### config.mk
export PLATFORM = sky130hd
export DESIGN_NAME = kblt_front
export DESIGN_NICKNAME = d
export VERILOG_FILES = /design/src/hdl/keyed_bucket_list_table_unit_defines.svh /design/src/hdl/kblt_pkg.sv /design/src/hdl/kblt_front.sv
export SDC_FILE = /design/constraint.sdc
export NUM_CORES = 1
export LEC_CHECK = 0
export BUFFER_PORTS_ARGS = -buffer_cell sky130_fd_sc_hd__buf_2
export CAP_MARGIN = 10
export CORE_MARGIN = 3
export CORE_UTILIZATION = 35
export CTS_CLUSTER_DIAMETER = 80
export DETAILED_ROUTE_END_ITERATION = 12
export PLACE_DENSITY = 0.8
export SYNTH_ARGS = -nofsm -noshare
export SYNTH_HDL_FRONTEND = slang
export SYNTH_SLANG_ARGS = --single-unit
### constraint.sdc
create_clock -name clk -period 1.7 [get_ports clk]
set_input_delay 0.255 -clock clk [delete_from_list [all_inputs] [get_ports clk]]
set_output_delay 0.255 -clock clk [all_outputs]
set_load 0.005 [all_outputs]
### src/hdl/keyed_bucket_list_table_unit_defines.svh
// ----------------------------------------------------------------------------
// Keyed bucket list table assertion macros
// Shared assertion wrappers; they compile to nothing in synthesis.
// ----------------------------------------------------------------------------
`ifndef KEYED_BUCKET_LIST_TABLE_UNIT_DEFINES_SVH
`define KEYED_BUCKET_LIST_TABLE_UNIT_DEFINES_SVH

`ifndef SYNTHESIS

`define KBLT_ASSERT_IMPLIES(lbl, clk, rst, ante, cons) \
  lbl: assert property (@(posedge clk) disable iff (rst) (ante) |-> (cons)) \
    else $error("keyed bucket list table assertion failed");

`define KBLT_ASSERT_NEXT(lbl, clk, rst, ante, cons) \
  lbl: assert property (@(posedge clk) disable iff (rst) (ante) |=> (cons)) \
    else $error("keyed bucket list table assertion failed");

`else

`define KBLT_ASSERT_IMPLIES(lbl, clk, rst, ante, cons)

`define KBLT_ASSERT_NEXT(lbl, clk, rst, ante, cons)

`endif

`endif

### src/hdl/kblt_pkg.sv
// ----------------------------------------------------------------------------
// Keyed bucket list table package
// Modes, status codes and the queued command type.
// ----------------------------------------------------------------------------
package kblt_pkg;

  localparam int KEY_W    = 32;
  localparam int IDX_W    = 12;
  localparam int HOME_W   = 16;
  localparam int EPOCH_W  = 4;

  typedef enum logic [1:0] {
    MODE_ALLOC  = 2'd0,
    MODE_LOOKUP = 2'd1,
    MODE_NEXT   = 2'd2,
    MODE_MARK   = 2'd3
  } mode_t;

  localparam logic [1:0] ST_OK   = 2'd0;
  localparam logic [1:0] ST_FULL = 2'd1;
  localparam logic [1:0] ST_NONE = 2'd2;

  typedef struct packed {
    mode_t              mode;
    logic [KEY_W-1:0]   key;
    logic [IDX_W-1:0]   entry_index;
    logic [HOME_W-1:0]  home;
  } item_t;

endpackage

### src/hdl/kblt_front.sv
// ----------------------------------------------------------------------------
// Keyed bucket list table front end
// Accepts commands and computes the home slot of the key.
// ----------------------------------------------------------------------------
module kblt_front #(
  parameter int TABLE_SLOTS = 1024
) (
  input  logic                        clk,
  input  logic                        rst,
  input  logic                        req_valid,
  output logic                        req_stall,
  input  logic [1:0]                  mode,
  input  logic [kblt_pkg::KEY_W-1:0]  key,
  input  logic [kblt_pkg::IDX_W-1:0]  entry_index,
  input  logic                        q_full,
  output logic                        push,
  output kblt_pkg::item_t             push_item
);

  localparam int  HW      = $clog2(TABLE_SLOTS);
  localparam bit  IS_POW2 = (TABLE_SLOTS & (TABLE_SLOTS - 1)) == 0;

  logic                        held;
  kblt_pkg::mode_t             hold_mode;
  logic [kblt_pkg::KEY_W-1:0]  hold_key;
  logic [kblt_pkg::IDX_W-1:0]  hold_index;
  logic [HW-1:0]               home;
  logic                        done;
  logic                        accept;

  assign req_stall = held;
  assign accept    = req_valid && !held;
  assign push      = held && done && !q_full;

  always_ff @(posedge clk) begin
    if (rst) begin
      held <= 1'b0;
    end else if (accept) begin
      held <= 1'b1;
    end else if (push) begin
      held <= 1'b0;
    end
  end

  always_ff @(posedge clk) begin
    if (accept) begin
      hold_mode  <= kblt_pkg::mode_t'(mode);
      hold_key   <= key;
      hold_index <= entry_index;
    end
  end

  generate
    if (IS_POW2) begin : g_mask
      assign home = hold_key[HW+1:2];
      assign done = 1'b1;
    end else begin : g_rem
      // The quotient estimate from the truncated reciprocal is low by at most
      // one, so a single compare and subtract finishes the remainder.
      localparam logic [31:0] RECIP = 32'((64'd1 << 30) / 64'(TABLE_SLOTS));

      logic [29:0] quo;
      logic [61:0] prod;
      logic [29:0] q_est;
      logic [29:0] r_est;
      logic [1:0]  step;

      assign quo  = hold_key[31:2];
      assign prod = 62'(quo) * 62'(RECIP);
      assign done = step == 2'd2;
      assign home = HW'((r_est >= 30'(TABLE_SLOTS)) ? r_est - 30'(TABLE_SLOTS) : r_est);

      always_ff @(posedge clk) begin
        if (accept) begin
          step <= 2'd0;
        end else if (held && !done) begin
          step <= step + 2'd1;
          if (step == 2'd0) begin
            q_est <= prod[59:30];
          end else begin
            r_est <= quo - 30'(q_est * 30'(TABLE_SLOTS));
          end
        end
      end
    end
  endgenerate

  always_comb begin
    push_item.mode        = hold_mode;
    push_item.key         = hold_key;
    push_item.entry_index = hold_index;
    push_item.home        = kblt_pkg::HOME_W'(home);
  end

endmodule

### After elaboration in Yosys (flattened, before gate mapping)

Index checks and enable logic that the tools add are counted.

| word-level totals | value |
|---|---|
| register bits | 47 |
| word-level logic and storage cells | 11 |

| cells by class | value |
|---|---|
| muxes and demuxes | 2 |
| reduce and logical (&&, ||, !) cells | 5 |

Operators by type and width:

| cell | count |
|---|---|
| $logic_and A1 B1 Y1 | 2 |
| $logic_not A1 Y1 | 2 |
| $mux W1 | 2 |
| $reduce_bool A2 Y1 | 1 |

### Longest topological paths before layout

| depth | value |
|---|---|
| depth in word-level cells | 4 |
| mapped depth | 2 |

### Least setup slack after synthesis

No wires, ideal clock.

| path | value |
|---|---|
| path type | reg-to-reg |
| from | reg held, in the netlist req_stall |
| to | reg hold_index[0] (netlist name) (enable) |
| setup time | 404 ps |
| arrival time | 1448 ps |
| data required time | 1296 ps |
| path slack | -153 ps |
| cell stages (with the launch flop) | 2 |
| path buffers | 0 |
| period minus slack after synthesis | 1853 ps |
| cell sequence | dfxtp_1 -> and2b_1 |

| on the way | value |
|---|---|
| word-level cells in the longest chain between the ends | 2 |

RTL lines:

| element | line | text |
|---|---|---|
| from (decl) | kblt_front.sv:23 | `logic held;` |
| from (signal assigned) | kblt_front.sv:37 | `held <= 1'b0;` |
| from (signal assigned) | kblt_front.sv:39 | `held <= 1'b1;` |
| from (signal assigned) | kblt_front.sv:41 | `held <= 1'b0;` |
| $logic_not A1 Y1 | kblt_front.sv:32 | `assign accept = req_valid && !held;` |
| $logic_and A1 B1 Y1 | kblt_front.sv:32 |  |
| via accept | kblt_front.sv:29 | `logic accept;` |
| to (signal assigned) | kblt_front.sv:49 | `hold_index <= entry_index;` |
| to (decl) | kblt_front.sv:26 | `logic [kblt_pkg::IDX_W-1:0] hold_index;` |

The timed path passes the listed nets, and every way through them passes these cells.
A chain may end at the register's enable or synchronous reset.

### Worst setup path in the final report

| path | value |
|---|---|
| from | reg held, in the netlist req_stall |
| to | reg hold_key[0] (netlist name) (enable) |

| on the way | value |
|---|---|
| word-level cells in the longest chain between the ends | 2 |

RTL lines:

| element | line | text |
|---|---|---|
| $logic_not A1 Y1 | kblt_front.sv:32 |  |
| $logic_and A1 B1 Y1 | kblt_front.sv:32 |  |
| via accept | kblt_front.sv:29 |  |
| to (signal assigned) | kblt_front.sv:48 | `hold_key <= key;` |
| to (decl) | kblt_front.sv:25 | `logic [kblt_pkg::KEY_W-1:0] hold_key;` |

The timed path passes the listed nets, and every way through them passes these cells.

==> results.py <==
metrics = {
    "outcome": {
        "status": "finished, final reports clean",
    },
    "cells_and_area": {
        "num_antenna_cells": 0,
        "n_fill_cell": 367,
        "syn_to_final_growth_pct": 38.4,
        "drive_gt1_share_pct": 67.8,
        "final_area_um2": 2150,
        "nets": 223,
    },
    "power": {
        "cellLeakagePower_nw": 0.962,
        "p_per_area_nw_per_um2": 1010,
        "vdd_ir_drop_max_v": 0.000558,
    },
    "floorplanning": {
        "die_h_um": 72.6,
        "rows": 23,
        "io_pins": 114,
        "dieArea_um2": 5270,
        "initial_core_util_pct": 37.5,
        "die_w_um": 72.6,
        "fp.coreArea_um2": 4140,
    },
    "global_routing": {
        "grtUsageTotal_pct": 11.5,
        "grt_max_degree": 27,
        "antenna_found_initial": 0,
        "grt_pass1_vias": 927,
        "gr-total-overflow": 0,
        "grt_pass1_wl_mm": 4.42,
    },
    "route": {
        "drt_iter0_markers": 55,
        "drc": 0,
        "drt-total-wl_mm": 2.98,
        "ant_nets": 0,
        "wl_per_cell_um": 13.3,
        "vias": 939,
        "firstDrtPassIters": 4,
        "via_per_inst": 4.19,
    },
    "cts": {
        "path_clk_slew_ps": 80,
        "ctsHoldBuffers": 0,
        "numCtsBuffers": 5,
        "clockBufferDepth": 2,
        "clock_sinks": 47,
        "post_cts.repair.setup_buffers": 0,
        "cts_tree": "built",
        "cts_resized": 0,
        "cts_root_buffer": "clkbuf_8",
        "clk_latency_ps": 290,
        "cts-htree-levels": 2,
    },
    "timing": {
        "rsz0062_at_grt": "false",
        "clock_skew_ps": 6.55,
        "hold_viol": 0,
        "fin_tns_setup_ps": 0,
        "clock.fmax_mhz": 836,
        "setup_violations": 0,
        "min_period_ps": 1200,
        "final_max_slew_viol_count": 0,
        "finalCritPeriodShare_pct": 70.3,
        "setup_ws_ps": 504,
    },
    "placed_design": {
        "gp_congestion": 0.601,
        "dpl-instance-area_um2": 2070,
        "io_buffer_count": 107,
        "place_ws_ps": 512,
        "hpwl_mm": 2.39,
    },
    "synth": {
        "ys_seq_area_share_pct": 90.2,
        "ys_ff_latch": 47,
        "netlist_instances": 68,
        "syn_area_um2": 1550,
        "syn_avg_cell_area_um2": 22.8,
        "yosys.cell_types.count": 8,
        "synth.yosys.warnings": 0,
    },
    "setup_path": {
        "cp_slowest_stage_delay_ps": 340,
        "cp_max_fo": 26,
        "crit_required_ps": 1660,
        "critical_path.top_delay_family": "flip-flops",
        "cp_slowest_cell": "dfxtp_1",
        "critPathLaunchType": "flip-flop",
        "path_buf_inv": 1,
        "worstPathArrival_ps": 1160,
        "end_kind": "flip-flop",
        "crit_chain": "and2b_2 > buf_4",
        "path_class": "reg2reg",
    },
    "worst_hold_path": {
        "hold_class": "in2reg",
    },
    "flow_run": {
        "max_cap_viol_count": 0,
    },
}
## cell type report
class	count	area (µm²)	area share [%]
Sequential cell	47	1400	65.2
Timing Repair Buffer	109	551	25.6
Clock buffer	5	68.8	3.20
Tap cell	50	62.6	2.91
Multi-Input combinational cell	10	51.3	2.39
Clock inverter	3	15.0	0.698
## power by group
group	switching (mW)	internal, mW	total (mW)
Combinational	0.0873	0.0957	0.183
Sequential	0.0176	1.35	1.37
Clock	0.345	0.281	0.626
Total	0.450	1.73	2.18
## cells in the mapped netlist (all sizes together)
cell type,instances,area (µm²)
buf,16,120
mux2i,1,10.0
dfxtp,1,20.0
nor2b,1,6.26
edfxtp,46,1380
and2b,1,7.51
nor2,1,3.75
conb,1,3.75
## final timing paths
path	startpoint	to	slack [ps]	depth (start not counted)
setup / recovery	req_stall$_SDFFE_PP0P_	hold_key[0]$_DFFE_PP_	500	2
hold / removal	rst	req_stall$_SDFFE_PP0P_	110	2
setup reg to reg	req_stall$_SDFFE_PP0P_	hold_key[0]$_DFFE_PP_	500	2
hold reg to reg	req_stall$_SDFFE_PP0P_	req_stall$_SDFFE_PP0P_	570	2
## cells by family (layout without fill, tap and decap cells)
kind of cell | count (synthesis) | count (layout) | share of synthesized area [%]
AND/OR/NAND/NOR | 3 | 3 | 1.13
flip-flops | 47 | 47 | 90.2
multiplexers | 1 | 1 | 0.645
other | 1 | 6 | 0.242
buffers and inverters | 16 | 117 | 7.74
## per-layer routing
layer	GRT usage (%)	wire length, µm
met5	0	0
met4	5.53	41
met3	5.92	414
met2	18.2	1440
met1	12.8	1080
## per-stage QoR
stage	power, mW	hold slack, ps	cells	utilization [%]
after floorplan	1.47	327	73	-
after global placement	1.58	410	216	49.8
after detailed placement	1.59	415	216	49.8
after CTS	2.20	95.3	224	51.9
after global routing	2.29	98.7	224	51.9
final	2.18	106	224	51.9
## cells in the final DEF, fill, tap and decap left out
cell type and instances:
dfxtp_1 1, edfxtp_1 46, and2b_2 1, conb_1 6
buf_2 107, clkbuf_8 5, mux2i_1 1, nor2_1 1
nor2b_1 1, clkinv_2 3, buf_4 2
## sequential cells by signal (all words and copies together), names as in the netlist
| signal | cells |
|---|---|
| hold_key | 32 |
| req_stall | 1 |
| hold_index | 12 |
| hold_mode | 2 |
Power figures use the tool's default switching activity.
