[src/hdl/keyed_bucket_list_table_unit_defines.svh]
// ----------------------------------------------------------------------------
// Keyed bucket list table assertion macros
// Shared assertion wrappers; they compile to nothing in synthesis.
// ----------------------------------------------------------------------------
`ifndef KEYED_BUCKET_LIST_TABLE_UNIT_DEFINES_SVH
`define KEYED_BUCKET_LIST_TABLE_UNIT_DEFINES_SVH

`ifndef SYNTHESIS

`define KBLT_ASSERT_IMPLIES(lbl, clk, rst, ante, cons) \
  lbl: assert property (@(posedge clk) disable iff (rst) (ante) |-> (cons)) \
    else $error("keyed bucket list table assertion failed");

`define KBLT_ASSERT_NEXT(lbl, clk, rst, ante, cons) \
  lbl: assert property (@(posedge clk) disable iff (rst) (ante) |=> (cons)) \
    else $error("keyed bucket list table assertion failed");

`else

`define KBLT_ASSERT_IMPLIES(lbl, clk, rst, ante, cons)

`define KBLT_ASSERT_NEXT(lbl, clk, rst, ante, cons)

`endif

`endif

[src/hdl/kblt_pkg.sv]
// ----------------------------------------------------------------------------
// Keyed bucket list table package
// Modes, status codes and the queued command type.
// ----------------------------------------------------------------------------
package kblt_pkg;

  localparam int KEY_W    = 32;
  localparam int IDX_W    = 12;
  localparam int HOME_W   = 16;
  localparam int EPOCH_W  = 4;

  typedef enum logic [1:0] {
    MODE_ALLOC  = 2'd0,
    MODE_LOOKUP = 2'd1,
    MODE_NEXT   = 2'd2,
    MODE_MARK   = 2'd3
  } mode_t;

  localparam logic [1:0] ST_OK   = 2'd0;
  localparam logic [1:0] ST_FULL = 2'd1;
  localparam logic [1:0] ST_NONE = 2'd2;

  typedef struct packed {
    mode_t              mode;
    logic [KEY_W-1:0]   key;
    logic [IDX_W-1:0]   entry_index;
    logic [HOME_W-1:0]  home;
  } item_t;

endpackage

[src/hdl/kblt_queue.sv]
// ----------------------------------------------------------------------------
// Keyed bucket list table command queue
// Two-entry queue between the front end and the back end.
// ----------------------------------------------------------------------------
module kblt_queue (
  input  logic             clk,
  input  logic             rst,
  input  logic             push,
  input  kblt_pkg::item_t  push_item,
  output logic             full,
  input  logic             pop,
  output logic             nonempty,
  output kblt_pkg::item_t  head_item
);

  kblt_pkg::item_t slots [2];
  logic            wr_ptr;
  logic            rd_ptr;
  logic [1:0]      fill;

  assign full      = fill == 2'd2;
  assign nonempty  = fill != 2'd0;
  assign head_item = slots[rd_ptr];

  always_ff @(posedge clk) begin
    if (rst) begin
      wr_ptr <= 1'b0;
      rd_ptr <= 1'b0;
      fill   <= 2'd0;
    end else begin
      if (push) begin
        wr_ptr <= !wr_ptr;
      end
      if (pop) begin
        rd_ptr <= !rd_ptr;
      end
      if (push && !pop) begin
        fill <= fill + 2'd1;
      end else if (pop && !push) begin
        fill <= fill - 2'd1;
      end
    end
  end

  always_ff @(posedge clk) begin
    if (push) begin
      slots[wr_ptr] <= push_item;
    end
  end

endmodule

[config.mk]
export PLATFORM = sky130hd
export DESIGN_NAME = kblt_queue
export DESIGN_NICKNAME = d
export VERILOG_FILES = /design/src/hdl/keyed_bucket_list_table_unit_defines.svh /design/src/hdl/kblt_pkg.sv /design/src/hdl/kblt_queue.sv
export SDC_FILE = /design/constraint.sdc
export NUM_CORES = 1
export LEC_CHECK = 0
export ABC_AREA = 1
export BUFFER_PORTS_ARGS = -buffer_cell sky130_fd_sc_hd__buf_2
export CELL_PAD_IN_SITES_DETAIL_PLACEMENT = 1
export CELL_PAD_IN_SITES_GLOBAL_PLACEMENT = 1
export CORE_MARGIN = 2
export CORE_UTILIZATION = 50
export CTS_BUF_LIST = sky130_fd_sc_hd__clkbuf_4
export DETAILED_ROUTE_END_ITERATION = 7
export PLACE_DENSITY_LB_ADDON = 0.25
export SKIP_LAST_GASP = 1
export SLEW_MARGIN = 5
export SYNTH_ARGS = -nofsm -noshare
export SYNTH_HDL_FRONTEND = slang
export SYNTH_SLANG_ARGS = --single-unit
export TNS_END_PERCENT = 5
[constraint.sdc]
create_clock -name clk -period 10.18 [get_ports clk]
set_input_delay 1.527 -clock clk [delete_from_list [all_inputs] [get_ports clk]]
set_output_delay 1.527 -clock clk [all_outputs]
set_load 0.02 [all_outputs]
# Word level (Yosys, flattened, before mapping)
# Memories as Yosys holds them, arrays and structs flattened. A register that Yosys moved wholly into a read port is not among the register bits.
# Cells that the tools add are included.
# classes
addsub	2
multipliers	0
div	0
order_cmp	0
eq_ne	1
shift	0
muxes	6
bitwise	0
n_reduce_logical	8
# op_table
cell	count
$logic_not A1 Y1	4
$mux W1	4
$mux W2	2
$reduce_bool A2 Y1	2
$add A2 B1 Y2 const B	1
$eq A2 B2 Y1 const B	1
$logic_and A1 B1 Y1	2
$sub A2 B1 Y2 const B	1
# word_totals
register_bits	4
latchBits	0
mem_bits_rw	124
rom_bits	0
in_bits	66
output_inout_bits	64
wordCells	21
memories	1
# mem_list
memory	words	word_bits	rd	rd_ports_with_merged_regs	wr	line	rtl
slots	2	62	1	1	1	kblt_queue.sv:16	kblt_pkg::item_t slots [2];

# Longest topological paths before layout
# Gate-level depths: netlist of the first run.
# logic_depth
word_depth	4
mapped_depth	8
depth_no_buf	8

# Least setup slack after synthesis of the first run
# No wires, ideal clock.
# synth_path
path_type	input to register
from	in push
to	mem slots[0][0] (netlist name) (enable)
setup_ps	484
arrival_time_ps	4168
required_ps	9696
slack_ps	5529
cell_stages	2
path_buffers	0
path_cell_list	inv_1 nor2_1
# synth_between
elab_chain_cells	2
# synth_rtl
item	line	rtl
start: declaration	kblt_queue.sv:8	input logic push,
$mux W1	kblt_queue.sv:46	if (push) begin
$mux W1 (not written as such)	kblt_queue.sv:47	slots[wr_ptr] <= push_item;
end: declaration	kblt_queue.sv:16	
# Every way passes these cells.

==> flow_metrics.env, run 1 <==
export IMPL_postRouteWirelength_um=8911
export IMPL_path_class="register to output port"
export IMPL_ff2ff_setup_slack_ns=8.53
export IMPL_design_core_area_um2=9729
export IMPL_synth_distinct_cells=16
export IMPL_top_usage_layer="met2"
export IMPL_syn_avg_cell_area_um2=22.15
export IMPL_worstSkewPairLatency_ns=0.49
export IMPL_synth_most_common_cell="edfxtp_1"
export IMPL_synth_top_area_share_pct=74.40
export IMPL_dieHeight_um=104.0
export IMPL_synth_common_cells="edfxtp_1, mux2_4, inv_1"
export IMPL_cts_buffers_inserted=17
export IMPL_setup_viol=0
export IMPL_ys_seq_area_share_pct=76.40
export IMPL_cts_sinks=129
export IMPL_fin_crit_ns=3.814
export IMPL_worstHoldPathType="register to register"
export IMPL_drc_errors=0
export IMPL_syn_inst=226
export IMPL_vias=2500
export IMPL_grt_max_degree=63
export IMPL_synth_area_um2=5005
export IMPL_cp_max_fo=62
export IMPL_grt_pass1_wl_um=13630
export IMPL_grt_util_met1_pct=19.05
export IMPL_final_nets=437
export IMPL_p_per_area_nw_per_um2=187.6
export IMPL_cts_path_max_buffers=2
export IMPL_grt_pass1_vias=2683
export IMPL_arrival_ns=2.29
export IMPL_cts_hold_fix_buffers=0
export IMPL_max_freq_mhz=262.2
export IMPL_syn_nets=293
export IMPL_drtIter0Drc=101
export IMPL_skew_ns=0.01937
export IMPL_synthAdderAreaFrac_pct=0.2500
export IMPL_critPathBufInv=2
export IMPL_port_buffers=129
export IMPL_crit_slowest_cell="buf_4"
export IMPL_fillers=933
export IMPL_fin_crit_sh_pct=37.47
export IMPL_ctsResizeCount=0
export IMPL_cp_num_cells=3
export IMPL_yosys_area_share_simple_pct=1.225
export IMPL_p_leak_nw=2.427
export IMPL_postCtsSetupRepairBufs=0
export IMPL_overflow=0
export IMPL_htreeDepth=4
export IMPL_regArea_um2=3827
export IMPL_synth_top_family_by_area="multiplexers"
export IMPL_synthXorXnorAreaFrac_pct=0.1750
export IMPL_worstPathRequired_ns=8.65
export IMPL_slew_headroom_pct=22.33
export IMPL_min_path_cells=2
export IMPL_die_area_um2=10830
export IMPL_synth_edf_count=124
export IMPL_cts_root_buf="clkbuf_4"
export IMPL_multi_input_area_um2=1023
export IMPL_async_reset_ff_share_pct=0
export IMPL_path_cells="buf_4 -> mux2_4 -> buf_2"
export IMPL_yosys_area_top_type="edfxtp_1"
export IMPL_start_util_pct=51.44
export IMPL_ys_ff_latch=129
export IMPL_clk_pin_slew_ns=0.11
export IMPL_grt_use_met3_pct=6.391
export IMPL_worstSetupStartpointType="register"
export IMPL_gp_congestion=0.7163
export IMPL_drt_first_pass_iters=5
export IMPL_synthMuxAreaShare_pct=18.45
export IMPL_die_w_um=104.0
export IMPL_hpwlAfterDp_um=5862
export IMPL_worst_pin_slew_ns=1.165
export IMPL_viasPerCell=4.836
export IMPL_areaGrowthSynthToFinish_pct=20.05
export IMPL_synth_area_leaders="edfxtp_1, mux2_4, buf_12"
export IMPL_wire_per_inst_um=17.24
export IMPL_ys_flop_type="edfxtp_1"
export IMPL_drive_gt1_share_pct=59.01
export IMPL_cts_tree="yes"
export IMPL_critPathTopFamily="buffers and inverters"
export IMPL_peakVddDrop_mv=0.1003
export IMPL_min_from="fill[0]$_SDFFE_PP0P_"
export IMPL_final_hold_violation_count=0
export IMPL_finalPower_mw=1.127
export IMPL_yosysWarnings=0
export IMPL_use_met2_pct=28.48
export IMPL_worst_path_largest_cell_delay_ns=0.84
export IMPL_drv_cap=0
export IMPL_num_rows=36
export IMPL_ios=130
export IMPL_antenna_found_initial=0
export IMPL_outcome="finished, final reports clean"
export IMPL_r2r_cells=3
export IMPL_crit_path_end_kind="output port"
export IMPL_rsz0062_at_grt="no"
export IMPL_slew_viol_final=0
export IMPL_ant_nets=0
export IMPL_fin_setup_tns_ns=0
export IMPL_r2r_start="wr_ptr$_SDFFE_PP0P_"
export IMPL_grt_usage_pct=16.84
export IMPL_synth_compound_area_share_pct=0.2000
## registers in the layout (all words and copies together), names as in the netlist, named ones only
| register | flops |
|---|---|
| wr_ptr | 1 |
| rd_ptr | 1 |
| slots | 124 |
| fill | 2 |
## cells by family after synthesis
| logic type | count (synthesis) |
|---|---|
| flip-flops | 129 |
| adder cells (fa/ha/maj) | 1 |
| AND/OR/NAND/NOR | 15 |
| multiplexers | 62 |
| AO/OA/AOI/OAI | 2 |
| XOR/XNOR | 1 |
| buffers and inverters | 16 |
## worst register-to-register path, stage by stage (launching register included)
cell and delay (ns):
dfxtp_1 0.42, nand2_1 0.10, inv_2 0.07, buf_4 0.66
## final timing paths
| kind | endpoint |
|---|---|
| max | head_item[14] |
| min | fill[0]$_SDFFE_PP0P_ |
| max reg2reg | slots[1][37]$_DFFE_PP_ |
| min reg2reg | fill[0]$_SDFFE_PP0P_ |
## area by class of cell
cell class,count,area share [%]
sequential,129,63.70
multi-input combinational,81,17.03
timing repair buffer,132,11.12
tap,133,2.770
clock inverter,13,2.395
clock buffer,19,2.374
inverter,9,0.5623
antenna,1,0.04165
## metrics by stage
stage,util (%),worst slack (ns),hold WS [ns],instance area (um2),instances
after floorplan,-,5.529,0.4799,5005,226
after global placement,58.78,6.862,0.4931,5719,484
after detailed placement,58.78,6.861,0.5384,5719,484
after CTS,61.73,6.275,0.5570,6006,516
after global routing,61.73,6.228,0.6043,6006,516
final,61.75,6.366,0.5628,6008,517
## routing by layer
layer	part of all wire (%)	vias to the layer above
met1	41	1227
met2	51	88
li1	-	1169
met3	6.7	16
met5	0	-
met4	2.0	0
## layout by cell type (no fill, tap or decap), drive strengths merged
| cell | n |
|---|---|
| a21oi | 1 |
| buf | 132 |
| bufinv | 3 |
| clkbuf | 19 |
| clkinv | 7 |
| clkinvlp | 3 |
| dfxtp | 5 |
| diode | 1 |
| edfxtp | 124 |
| ha | 1 |
| inv | 9 |
| mux2 | 62 |
| nand2 | 6 |
| nand3 | 1 |
| nand4 | 1 |
| nor2 | 6 |
| nor3 | 1 |
| o21ai | 1 |
| xnor2 | 1 |
## power breakdown
part | switching, mW | total, mW | internal (mW)
combinational | 0.0887 | 0.161 | 0.0719
sequential | 0.00802 | 0.622 | 0.613
clock | 0.173 | 0.345 | 0.172
total | 0.270 | 1.13 | 0.857
No activity file was read; power rests on OpenSTA's default activity.
==> run 2, diff against run 1 <==
--- a/config.mk
+++ b/config.mk
@@ -10,7 +10,7 @@
 export CELL_PAD_IN_SITES_DETAIL_PLACEMENT = 1
 export CELL_PAD_IN_SITES_GLOBAL_PLACEMENT = 1
 export CORE_MARGIN = 2
-export CORE_UTILIZATION = 50
+export CORE_UTILIZATION = 42
 export CTS_BUF_LIST = sky130_fd_sc_hd__clkbuf_4
 export DETAILED_ROUTE_END_ITERATION = 7
 export PLACE_DENSITY_LB_ADDON = 0.25
==> constraint.sdc (replaced) <==
create_clock -name clk -period 3.4 [get_ports clk]
set_input_delay 0.51 -clock clk [delete_from_list [all_inputs] [get_ports clk]]
set_output_delay 0.51 -clock clk [all_outputs]
set_load 0.02 [all_outputs]
==> run 2 against run 1 <==
  * The flow now finishes with violations (design-rule violations)
  * Register-to-register slack worse by 6.7 ns
  * Combinational power grew to 2.9 times the previous value
  * Highest routed layer is now met5
  * Non-clock buffer count unchanged
  * Core utilization fell by 9.9 points
  * Hold slack worse by 0.39 ns
  * Global-route usage shrank 2.2 points
  * Routed wire length fell by 1.0%
  * Critical path type unchanged
==> flow_metrics.env, run 2 (synthesized netlist as in run 1, its figures left out) <==
export IMPL_antenna_cells=0
export IMPL_intPower_mw=2.353
export IMPL_gp_congestion=0.6644
export IMPL_layout_commonest_cell="buf_2"
export IMPL_worstPathRequired_ns=2.89
export IMPL_slew_headroom_pct=57.29
export IMPL_fin_setup_tns_ns=0
export IMPL_cts_buffers_inserted=17
export IMPL_grt_pass1_wl_um=13650
export IMPL_dieHeight_um=113.2
export IMPL_viasPerCell=4.695
export IMPL_ctsResizeCount=0
export IMPL_p_comb_share_pct=14.8
export IMPL_die_area_um2=12810
export IMPL_worst_pin_slew_ns=0.6391
export IMPL_cp_max_fo=38
export IMPL_crit_path_end_kind="output port"
export IMPL_final_hold_violation_count=0
export IMPL_p_switching_mw=0.7872
export IMPL_antenna_found_initial=1
export IMPL_cts_tree="yes"
export IMPL_drt_first_pass_iters=6
export IMPL_hpwlAfterDp_um=5973
export IMPL_overflow=0
export IMPL_drive_gt1_share_pct=59.06
export IMPL_sw_frac_of_total_pct=25.07
export IMPL_peakVddDrop_mv=0.3072
export IMPL_num_rows=39
export IMPL_grt_usage_pct=14.61
export IMPL_slew_viol_final=0
export IMPL_areaGrowthSynthToFinish_pct=19.33
export IMPL_largest_reg_flops=124
export IMPL_setup_viol=0
export IMPL_rsz0062_at_grt="no"
export IMPL_drtIter0Drc=97
export IMPL_wire_per_inst_um=16.84
export IMPL_p_leak_nw=2.411
export IMPL_clk_pin_slew_ns=0.11
export IMPL_fin_ws_ns=0.7968
export IMPL_ant_nets=0
export IMPL_skew_ns=0.01241
export IMPL_drv_cap=0
export IMPL_start_util_pct=43.46
export IMPL_worstSetupStartpointType="register"
export IMPL_fin_crit_sh_pct=76.56
export IMPL_path_class="register to output port"
export IMPL_max_freq_mhz=384.1
export IMPL_arrival_ns=2.09
export IMPL_die_w_um=113.2
export IMPL_ios=130
export IMPL_fin_crit_ns=2.603
export IMPL_vias=2460
export IMPL_p_per_area_nw_per_um2=525.9
export IMPL_cts_hold_fix_buffers=0
export IMPL_top_regs="slots x124, fill x2"
export IMPL_worstSkewPairLatency_ns=0.52
export IMPL_place_ws_ns=1.319
export IMPL_design_core_area_um2=11520
export IMPL_final_cell_mix="buf_2, edfxtp_1, mux2_4"
export IMPL_worstHoldPathType="primary input to register"
export IMPL_grt_pass1_vias=2636
export IMPL_grt_max_degree=44
export IMPL_final_nets=437
export IMPL_finalPower_mw=3.140
export IMPL_cts_path_max_buffers=2
export IMPL_postRouteWirelength_um=8822
export IMPL_largest_register="slots"
export IMPL_violations="design-rule violations"
export IMPL_power_share_clock_pct=25.4
export IMPL_port_buffers=129
export IMPL_postCtsSetupRepairBufs=0
export IMPL_cts_sinks=129
export IMPL_power_frac_seq_pct=59.7
export IMPL_cts_root_buf="clkbuf_4"
export IMPL_htreeDepth=4
export IMPL_drc_errors=8
export IMPL_outcome="finished, violations left"
run 2: critical path, cell delays in order (launching register included):
cell     delay, ns
dfxtp_4       0.68
buf_12        0.36
mux2_4        0.34
buf_2         0.16
run 2: per-layer routing:
layer	vias to the layer above	share of wire (%)	global-route usage (%)
met4	2	1.6	7.398
li1	1156	-	-
met5	-	0.12	0
met3	15	7.3	5.785
met2	97	47	22.36
met1	1190	44	18.08
run 2: power by group through the flow:
| stage | clock [mW] | combinational (mW) | sequential, mW |
|---|---|---|---|
| floorplan | 0 | 0.354 | 1.89 |
| global placement | 0 | 0.465 | 1.91 |
| detailed placement | 0 | 0.474 | 1.92 |
| CTS | 0.838 | 0.475 | 1.88 |
| global route | 0.894 | 0.499 | 1.89 |
| finish | 0.798 | 0.466 | 1.88 |
run 2: per-stage QoR:
stage / hold WS [ns] / instance area (um2) / std cells / util [%]
after floorplan: 0.4799 / 5007 / 226 / -
after global placement: 0.4933 / 5769 / 494 / 50.10
after detailed placement: 0.5079 / 5769 / 494 / 50.10
after CTS: 0.1150 / 5972 / 524 / 51.86
after global routing: 0.1114 / 5972 / 524 / 51.86
final: 0.1740 / 5972 / 524 / 51.86
run 2: cell type report:
class                           count  area, um2
Tap cell                          143      178.9
Timing Repair Buffer              132      705.7
Clock buffer                       21      157.7
Fill cell                        1098       5544
Inverter                            9      33.78
Multi-Input combinational cell     81       1023
Clock inverter                      9      45.04
Sequential cell                   129       3827
run 2: final timing paths:
path         slack (ns)                start                     end  cells after the start
max reg2reg        1.84  wr_ptr$_SDFFE_PP0P_  slots[0][60]$_DFFE_PP_                      2
min reg2reg        0.52  rd_ptr$_SDFFE_PP0P_                register                      2
max                0.80             register           head_item[31]                      3
min                0.17         push_item[6]   slots[1][6]$_DFFE_PP_                      1
==> run 3, diff against run 2 <==
--- a/config.mk
+++ b/config.mk
@@ -5,12 +5,12 @@
 export SDC_FILE = /design/constraint.sdc
 export NUM_CORES = 1
 export LEC_CHECK = 0
-export ABC_AREA = 1
+export ABC_AREA = 0
 export BUFFER_PORTS_ARGS = -buffer_cell sky130_fd_sc_hd__buf_2
 export CELL_PAD_IN_SITES_DETAIL_PLACEMENT = 1
 export CELL_PAD_IN_SITES_GLOBAL_PLACEMENT = 1
 export CORE_MARGIN = 2
-export CORE_UTILIZATION = 42
+export CORE_UTILIZATION = 41
 export CTS_BUF_LIST = sky130_fd_sc_hd__clkbuf_4
 export DETAILED_ROUTE_END_ITERATION = 7
 export PLACE_DENSITY_LB_ADDON = 0.25
==> constraint.sdc (replaced) <==
create_clock -name clk -period 2.3 [get_ports clk]
set_input_delay 0.345 -clock clk [delete_from_list [all_inputs] [get_ports clk]]
set_output_delay 0.345 -clock clk [all_outputs]
set_load 0.02 [all_outputs]
==> run 3 against run 2 <==
  * The flow now finishes without violations
  * Flip-flop and latch count unchanged
  * Power increased by 61%
  * Via count increased by 8.8%
  * Final area increased by 7.9%
  * Register-to-register slack got worse by 1.0 ns
  * Die area decreased by 3.6%
  * Sequential share of layout area decreased by 4.7 points
  * Largest power group unchanged
  * Setup slack got worse by 0.64 ns
  * Global-route usage increased by 2.2 points
  * First-iteration DRC count decreased by 20%
  * Combinational power increased by 61%
==> flow_metrics.env, run 3 <==
export IMPL_slew_viol_final=0
export IMPL_grt_pass1_wl_um=15550
export IMPL_synth_top_area_share_pct=79.15
export IMPL_port_buffers=129
export IMPL_worstSetupStartpointType="register"
export IMPL_path_cells="buf_12 -> mux2_2 -> buf_2"
export IMPL_worst_path_largest_cell_delay_ns=0.51
export IMPL_top_regs="slots x124, fill x2"
export IMPL_syn_inst=215
export IMPL_clk_pin_slew_ns=0.11
export IMPL_worst_pin_slew_ns=0.4868
export IMPL_peakVddDrop_mv=0.4059
export IMPL_ys_ff_latch=129
export IMPL_cts_buffers_inserted=17
export IMPL_gp_congestion=0.6958
export IMPL_die_w_um=111.1
export IMPL_largest_reg_flops=124
export IMPL_worstPathRequired_ns=1.96
export IMPL_p_comb_share_pct=14.8
export IMPL_layout_commonest_cell="buf_2"
export IMPL_ys_seq_area_share_pct=81.28
export IMPL_vias=2677
export IMPL_start_util_pct=41.56
export IMPL_hpwlAfterDp_um=5803
export IMPL_synth_distinct_cells=17
export IMPL_synth_common_cells="edfxtp_1, mux2_2, buf_6"
export IMPL_dieHeight_um=111.1
export IMPL_antenna_found_initial=0
export IMPL_wire_per_inst_um=16.85
export IMPL_synth_area_leaders="edfxtp_1, mux2_2, dfxtp_1"
export IMPL_p_leak_nw=2.450
export IMPL_final_nets=491
export IMPL_yosys_area_top_type="edfxtp_1"
export IMPL_ant_nets=0
export IMPL_intPower_mw=3.823
export IMPL_outcome="finished, final reports clean"
export IMPL_postRouteWirelength_um=9772
export IMPL_p_per_area_nw_per_um2=786.4
export IMPL_max_freq_mhz=466.6
export IMPL_rsz0062_at_grt="no"
export IMPL_crit_path_end_kind="output port"
export IMPL_antenna_cells=0
export IMPL_p_switching_mw=1.242
export IMPL_syn_avg_cell_area_um2=21.88
export IMPL_num_rows=39
export IMPL_largest_register="slots"
export IMPL_synth_most_common_cell="edfxtp_1"
export IMPL_cts_tree="yes"
export IMPL_htreeDepth=4
export IMPL_ios=130
export IMPL_areaGrowthSynthToFinish_pct=36.91
export IMPL_worstHoldPathType="primary input to register"
export IMPL_routed_top_layer="met4"
export IMPL_grt_usage_pct=16.85
export IMPL_cts_path_max_buffers=2
export IMPL_syn_nets=282
export IMPL_synth_area_um2=4705
export IMPL_path_class="register to output port"
export IMPL_grt_max_degree=37
export IMPL_async_reset_ff_share_pct=0
export IMPL_synth_edf_count=124
export IMPL_setup_viol=0
export IMPL_drc_errors=0
export IMPL_met2RoutedLength_um=5385
export IMPL_power_frac_seq_pct=55.0
export IMPL_dp_cells=486
export IMPL_design_core_area_um2=11320
export IMPL_drv_cap=0
export IMPL_arrival_ns=1.80
export IMPL_ys_flop_type="edfxtp_1"
export IMPL_viasPerCell=4.616
export IMPL_die_area_um2=12350
export IMPL_fin_crit_ns=2.143
export IMPL_worstSkewPairLatency_ns=0.50
export IMPL_drt_first_pass_iters=4
export IMPL_sw_frac_of_total_pct=24.53
export IMPL_fin_crit_sh_pct=93.17
export IMPL_place_ws_ns=0.5509
export IMPL_slew_headroom_pct=67.55
export IMPL_final_hold_violation_count=0
export IMPL_cts_sinks=129
export IMPL_final_area_um2=6441
export IMPL_dpl_cell_area_um2=5537
export IMPL_skew_ns=0.01473
export IMPL_fin_ws_ns=0.1570
export IMPL_wl_met1_um=3858
export IMPL_drive_gt1_share_pct=52.40
export IMPL_power_share_clock_pct=30.2
export IMPL_instances_no_fill=580
export IMPL_fin_hold_ws_ns=0.08223
export IMPL_final_cell_mix="buf_2, edfxtp_1, mux2_2, dlygate4sd3_1, clkbuf_4"
export IMPL_grt_pass1_vias=2928
export IMPL_yosysWarnings=0
export IMPL_cp_max_fo=29
export IMPL_finish_utilization_pct=56.90
export IMPL_overflow=0
export IMPL_crit_slowest_cell="dfxtp_4"
export IMPL_drtIter0Drc=78
export IMPL_cts_root_buf="clkbuf_4"
export IMPL_wl_met3_um=449
run 3: cell types whose count changed after synthesis, moves of 2 or more:
cell and change:
mux2_2 +60, mux2_4 -60, inv_1 -8, buf_12 -6
nand2_1 -6, buf_6 +5, nor2_1 -2, xor2_1 +2
run 3: worst paths after layout:
path / startpoint / slack (ns) / cells after the start / to
worst min-delay path: rst / 0.08 / 2 / rd_ptr$_SDFFE_PP0P_
worst max register to register: wr_ptr$_SDFFE_PP0P_ / 0.84 / 2 / slots[1][3]$_DFFE_PP_
worst min register to register: fill[1]$_SDFFE_PP0P_ / 0.53 / 2 / fill[1]$_SDFFE_PP0P_
worst max-delay path: register / 0.16 / 3 / head_item[14]
run 3: power by group through the flow:
stage / logic, mW / registers (mW) / clock network, mW
floorplan: 0.443 / 2.82 / 0
global placement: 0.665 / 2.83 / 0
detailed placement: 0.676 / 2.84 / 0
CTS: 0.762 / 2.79 / 1.58
global route: 0.809 / 2.80 / 1.69
finish: 0.752 / 2.79 / 1.53
run 3: per-layer routing:
metal / vias to the layer above / global-route usage, %
met1: 1331 / 19.45
met2: 73 / 29.49
met3: 6 / 6.069
li1: 1267 / -
met4: 0 / 5.185
met5: - / 0
run 3: cells by family (layout without fill, tap and decap cells):
group | Yosys count | count (layout) | synth area share (%)
mux | 62 | 62 | 14.84
flops | 129 | 129 | 81.28
simple gates | 9 | 9 | 1.038
xor+xnor | 4 | 4 | 0.7448
buf+inv | 8 | 230 | 1.622
fa+ha+maj | 1 | 1 | 0.2659
compound gates | 2 | 2 | 0.2126
run 3: layout make-up:
| cell class | instances | area, um2 |
|---|---|---|
| clock buffer | 18 | 135.1 |
| multi-input combinational | 78 | 813.3 |
| timing repair buffer | 197 | 1336 |
| clock inverter | 14 | 146.4 |
| tap | 143 | 178.9 |
| sequential | 129 | 3827 |
| fill | 1086 | 4880 |
| inverter | 1 | 3.754 |
run 3: what timing repair did:
action	in CTS	in global routing
buffers inserted	0	0
hold endpoints to repair	124	0
gates resized for setup	1	0
hold buffers	62	0
endpoints found under the setup margin	29	0
run 3: critical path: cells and delay by family (launching register included):
| kind | cells | cell delay [ns] |
|---|---|---|
| buf+inv | 2 | 0.40 |
| mux | 1 | 0.36 |
| flops | 1 | 0.51 |
run 3: per-stage QoR:
step,TNS [ns],power [mW]
after floorplan,-0.1694,3.259
after global placement,0,3.495
after detailed placement,0,3.517
after CTS,0,5.131
after global routing,0,5.300
final,0,5.065
